`config.mk`:
```
export PLATFORM = sky130hd
export DESIGN_NAME = mqbf_ptr_ctrl
export DESIGN_NICKNAME = d
export VERILOG_FILES = /design/src/hw/rtl/mqbf_pkg.sv /design/src/hw/rtl/mqbf_ptr_ctrl.sv
export SDC_FILE = /design/constraint.sdc
export NUM_CORES = 1
export LEC_CHECK = 0
export CAP_MARGIN = 25
export CORE_MARGIN = 10
export CORE_UTILIZATION = 40
export DETAILED_ROUTE_END_ITERATION = 10
export DONT_BUFFER_PORTS = 1
export MAX_ROUTING_LAYER = met4
export PLACE_DENSITY_LB_ADDON = 0.1
export SKIP_LAST_GASP = 1
export SYNTH_ARGS = -nofsm -noshare
export SYNTH_HDL_FRONTEND = slang
export SYNTH_SLANG_ARGS = --single-unit
export TNS_END_PERCENT = 20
```
`constraint.sdc`:
```
create_clock -name clk -period 4.4 [get_ports clk]
set_clock_uncertainty 0.1 [all_clocks]
set_input_delay 0.44 -clock clk [delete_from_list [all_inputs] [get_ports clk]]
set_output_delay 0.44 -clock clk [all_outputs]
set_load 0.05 [all_outputs]
```
`src/hw/rtl/mqbf_pkg.sv`:
```
// Shared types and constants for the multi-queue byte FIFO.
`default_nettype none
package mqbf_pkg;

	localparam int NUM_QUEUES_DEF  = 8;
	localparam int QUEUE_DEPTH_DEF = 1024;

	localparam int QID_W    = 3;
	localparam int BYTE_W   = 8;
	localparam int STATUS_W = 2;

	localparam logic CMD_READ  = 1'b0;
	localparam logic CMD_WRITE = 1'b1;

	localparam logic [STATUS_W-1:0] ST_OK    = 2'd0;
	localparam logic [STATUS_W-1:0] ST_EMPTY = 2'd1;
	localparam logic [STATUS_W-1:0] ST_FULL  = 2'd2;

	// Outcome of one access as decided against the pointer file.
	typedef struct packed {
		logic                do_read;
		logic                do_write;
		logic [STATUS_W-1:0] status;
	} access_t;

endpackage
`default_nettype wire

```
`src/hw/rtl/mqbf_ptr_ctrl.sv`:
```
// Head and tail pointer file with the empty/full decision for each access.
`default_nettype none
module mqbf_ptr_ctrl #(
	parameter int NUM_QUEUES  = mqbf_pkg::NUM_QUEUES_DEF,
	parameter int QUEUE_DEPTH = mqbf_pkg::QUEUE_DEPTH_DEF,
	localparam int QIW = (NUM_QUEUES > 1) ? $clog2(NUM_QUEUES) : 1,
	localparam int PW  = $clog2(QUEUE_DEPTH)
) (
	input  wire logic                       clk,
	input  wire logic                       arst_n,
	input  wire logic                       accept,
	input  wire logic                       command,
	input  wire logic [mqbf_pkg::QID_W-1:0] queue_id,
	output mqbf_pkg::access_t               acc,
	output logic [QIW+PW-1:0]               addr
);

	localparam logic [PW-1:0] PTR_LAST = PW'(QUEUE_DEPTH - 1);

	logic [PW-1:0] head_q [NUM_QUEUES];
	logic [PW-1:0] tail_q [NUM_QUEUES];

	logic [QIW+mqbf_pkg::QID_W-1:0] qid_ext;
	logic [QIW-1:0]                 qidx;
	logic                           q_exists;
	logic [PW-1:0]                  h, t, h_next, t_next;

	assign qid_ext  = {{QIW{1'b0}}, queue_id};
	assign qidx     = qid_ext[QIW-1:0];
	assign q_exists = (32'(queue_id) < NUM_QUEUES);

	assign h      = head_q[qidx];
	assign t      = tail_q[qidx];
	assign h_next = (h == PTR_LAST) ? '0 : h + PW'(1);
	assign t_next = (t == PTR_LAST) ? '0 : t + PW'(1);

	always_comb begin
		acc.do_read  = 1'b0;
		acc.do_write = 1'b0;
		acc.status   = mqbf_pkg::ST_OK;
		if (command == mqbf_pkg::CMD_WRITE) begin
			if (!q_exists || t_next == h) begin
				acc.status = mqbf_pkg::ST_FULL;
			end else begin
				acc.do_write = 1'b1;
			end
		end else begin
			if (!q_exists || h == t) begin
				acc.status = mqbf_pkg::ST_EMPTY;
			end else begin
				acc.do_read = 1'b1;
			end
		end
	end

	// Each queue owns a row of 2**PW bytes, so the address is a plain concatenation.
	assign addr = {qidx, (command == mqbf_pkg::CMD_WRITE) ? t : h};

	always_ff @(posedge clk or negedge arst_n) begin
		if (!arst_n) begin
			for (int i = 0; i < NUM_QUEUES; i++) begin
				head_q[i] <= '0;
				tail_q[i] <= '0;
			end
		end else if (accept) begin
			if (acc.do_read) begin
				head_q[qidx] <= h_next;
			end
			if (acc.do_write) begin
				tail_q[qidx] <= t_next;
			end
		end
	end

	a_one_op: assert property (@(posedge clk) disable iff (!arst_n)
		!(acc.do_read && acc.do_write))
		else $error("read and write granted together");

	a_tail_adv: assert property (@(posedge clk) disable iff (!arst_n)
		(accept && acc.do_write) |=> (tail_q[$past(qidx)] == $past(t_next)))
		else $error("tail did not advance after a stored write");

	a_head_adv: assert property (@(posedge clk) disable iff (!arst_n)
		(accept && acc.do_read) |=> (head_q[$past(qidx)] == $past(h_next)))
		else $error("head did not advance after a successful read");

endmodule
`default_nettype wire

```
Yosys cells after proc, flatten, opt, wreduce, memory -nomap -nowiden --
Cells that the tools add are included.
Storage, ports and cells: flip-flop bits (word level) 160, input bits 7, output and inout port bits 17
Operators by class: add/subtract/negate cells 2, $lt $le $gt $ge 2, eq/ne operators 4, muxes and demuxes 20, bitwise operators 1, reduce and logical (&&, ||, !) cells 3
Operators by type and width (count):
- 80-bit bitwise mux | 2
- 10-bit 2-to-1 mux | 8
- 10-bit binary-select mux with 3-bit select | 2
- 10-bit demux with 3-bit select | 1
- 10-bit by 1-bit adder with 10-bit output (second input constant) | 2
- 10-bit equality test | 2
- 10-bit equality test (second input constant) | 2
- 1-bit 2-to-1 mux | 5
- 4-bit >= comparator (second input constant) | 1
- 4-bit by 1-bit less-than comparator with 1-bit output (second input constant) | 1
- 2-bit 2-to-1 mux | 2
- 3-bit inverter with 4-bit output | 1
- 2-bit AND reduction | 2
- 1-bit logical AND | 1

Logic depth before layout (Yosys ltp) --
depth after elaboration 10, depth in mapped cells 15

Worst setup path after synthesis --
OpenSTA, ideal clock, no wires.
kind input port to output port, start point in queue_id[2] in the netlist's numbering, end point out acc[1] in the netlist's numbering, arrival time 4.466 ns, data required time 3.860 ns, path slack -0.606 ns, cell stages on the path 14, path buffers 4, path through buf_4 buf_2 buf_1 mux4_2 mux2i_1 inv_1 ha_1 nand3_1 nor4_4 nor3b_4 mux2i_1 or4_1 buf_6 nor3_1
RTL lines:
- start, declared | line mqbf_ptr_ctrl.sv:13 | input wire logic [mqbf_pkg::QID_W-1:0] queue_id,
- end, declared | line mqbf_ptr_ctrl.sv:14 | output mqbf_pkg::access_t acc,

==> metrics.cfg <==
[status]
outcome=complete, no violations

[critical_path]
path_max_fanout=10
cp.required_ps=3860
critPathLaunchType=flip-flop
crit_type=flip-flop to output port
worstPathArrival_ps=3700
end_kind=output port

[floorplanning]
core-area_um2=21200
dieHeight_um=167
die_area_um2=28000
rows=53
start_util=0.409
io_pins=24
fp.dieW_um=167

[sta]
slew_headroom=0.306
setup_viol=0
period_share=0.964
worst_slew_pin_slew_ps=1040
period_minus_slack_ps=4240
hold_violations=0
tns_ps=0
drv_slew=0
fmax_mhz=236
rsz0062_at_grt=false

[synthesis]
synth_area_um2=8690
yosys.area_share.simple=0.0984
ys_top_cells_by_area=dfrtp_1 (46%), mux2_2 (20%), mux4_2 (4.7%), mux2i_1 (2.3%), mux2_1 (2.2%)
yosysSeqAreaShare=0.461
synth_seq_cells=160
synth_top_cell_area_share=0.461
synthArstFlopShare=1.00
synth_xor_area_frac=0.0314
syn-num-nets=708
synth_adder_area_share=0.00288
ys.flop_type=dfrtp_1
synthMuxAreaShare=0.293
synth-edff-count=0
synth_top_family_by_area=multiplexers
yosysTopAreaCell=dfrtp_1
netlist_instances=699
syn_area_per_cell_um2=12.4
yosysMostFrequentCell=dfrtp_1
synth_cell_type_count=61
synth_compound_area_frac=0.0825
yosys-top-cells-count=dfrtp_1 (160), mux2_2 (155), nand2_1 (38), nor2_1 (30), a21oi_1 (23)
yosysWarnings=0

[clock_tree]
path_clk_slew_ps=70
clk_latency_ps=440
cts_made_buffers=17
clockBufferDepth=2
cts_root_buffer=clkbuf_16
cts-htree-levels=4
cts_tree=done
cts_sinks=160

[placement]
place_congestion=0.932
dpl.hpwl_um=14900
dpl-instance-area_um2=9030
io_buffers=0

[power]
pwr_density_cell_nw_per_um2=494
p_leak_uw=0.00448
pwr-share-seq=0.404
comb_power_share=0.267
clock_power_share=0.329
p_int_uw=3270
total_power_uw=4810
ir_drop_uv=324
swShare=0.320
p_sw_uw=1540

[finish]
multi_input_area_um2=4450
fin_area_um2=9730
n_antenna_cell=0
nNetsFinal=716
fillers=1948
layout-drive-gt1-share=0.357
area_delta_synth_final_pct=11.9
seq_area_um2=4000

[grt]
grt.overflow.total=0
grt_pass1_vias=5986
grt.total_usage=0.167
antenna_found_initial=0
grt_pass1_wl_um=35700
grt_max_degree=161

[routing]
wire_per_inst_um=22.9
final_antenna_net_count=0
first_pass_iters=5
drtIter0Drc=441
wl_um=22800
drcViolationCount=0
avgViaCountPerCell=5.76
route.vias.total=5732

[hold_path]
hold_path_class=flip-flop to flip-flop

[run]
maxCapViolations=0

==> area by class of cell <==
class,count,area share
inverter,13,0.00502
clock buffer,17,0.0437
tap,275,0.0354
multi-input combinational,484,0.457
clock inverter,15,0.0207
timing repair buffer,31,0.0262
sequential,160,0.412
==> layer usage <==
layer / global-route usage / vias up / share of wire
li1: - / 2593 / -
met1: 0.211 / 2977 / 0.46
met2: 0.263 / 134 / 0.48
met3: 0.0370 / 28 / 0.045
met4: 0.0481 / 0 / 0.015
met5: - / - / 0
==> cells by family after synthesis <==
kind of cell / Yosys count
muxes: 210
AOI/OAI and AO/OA: 88
DFF: 160
xor gates and xnor gates: 28
adders and majority gates: 2
and+or+nand+nor: 156
buffers and inverters: 55
==> final timing paths <==
check | start | cells past startpoint | slack [ps] | endpoint
max | tail_q[21] | 11 | 160 | acc[1]
min | tail_q[53] | 1 | 390 | tail_q[53]
max reg2reg | tail_q[21] | 11 | 410 | tail_q[21]
min reg2reg | tail_q[53] | 1 | 390 | tail_q[53]
max in group asynchronous | arst_n | 2 | 3010 | head_q[46]
min in group asynchronous | arst_n | 2 | 570 | tail_q[46]
==> metrics by stage <==
step	util	cells	setup slack, ps	hold WS (ps)
2_1_floorplan	-	699	25.2	44.4
3_3_place_gp	0.426	960	191	51.9
3_5_place_dp	0.426	960	104	51.8
4_1_cts	0.457	994	4.39	392
5_1_grt	0.458	995	26.7	406
6_report	0.458	995	159	388
==> critical path, stage by stage, from the launching register on <==
cell and delay, ps:
dfrtp_1 390, mux4_2 490, mux2i_2 230, inv_1 140
ha_2 250, xnor3_1 390, o211a_1 130, nand3_1 70
or4_1 510, buf_4 230, nor3_4 200, buf_4 230
==> power groups by stage <==
| stage | Combinational (uW) | Sequential (uW) | Clock [uW] |
|---|---|---|---|
| floorplan | 980 | 1910 | 0 |
| global placement | 1180 | 1950 | 0 |
| detailed placement | 1220 | 1960 | 0 |
| CTS | 1260 | 1940 | 1620 |
| global route | 1390 | 1980 | 1670 |
| finish | 1280 | 1940 | 1580 |
==> flip-flops by register name, summed over array words and instances, names as in the netlist <==
name,count
head_q,80
tail_q,80
==> repair_timing <==
| item | 4_1_cts | 5_1_grt |
|---|---|---|
| gates resized for setup | 1 | 6 |
| hold buffers | 2 | 0 |
| endpoints found under the hold margin | 160 | 0 |
| buffers inserted | 0 | 1 |
| endpoints found under the setup margin | 1 | 2 |
==> placed cells by master (no fill, tap or decap), types with 4 or more instances in the layout <==
cell type  synthesis  final
dfrtp_1          160    160
mux4_2            18     18
a22o_1             4      4
clkbuf_16          0     17
nand3b_1           7      7
and2_1             8      8
a21oi_1           23     23
mux2_2           155    155
inv_1             12     11
mux2_1            17     17
and3_1            10     10
buf_4              7     29
nand2_1           38     38
nand2b_1           4      4
and3b_1            7      7
nand3_1           11     10
o21ai_4            8      8
nor2b_1           10     10
xnor2_1           20     20
a22oi_1            4      4
clkinv_4           0      4
nor2_1            30     30
mux2i_1           20     18
o211a_1            4      4
a221o_1            9      9
o21ai_0            7      6
xor2_1             6      6
nor3_1            12     11
nor3b_1            5      5
inv_8              0      4
Power figures use the tool's default switching activity.
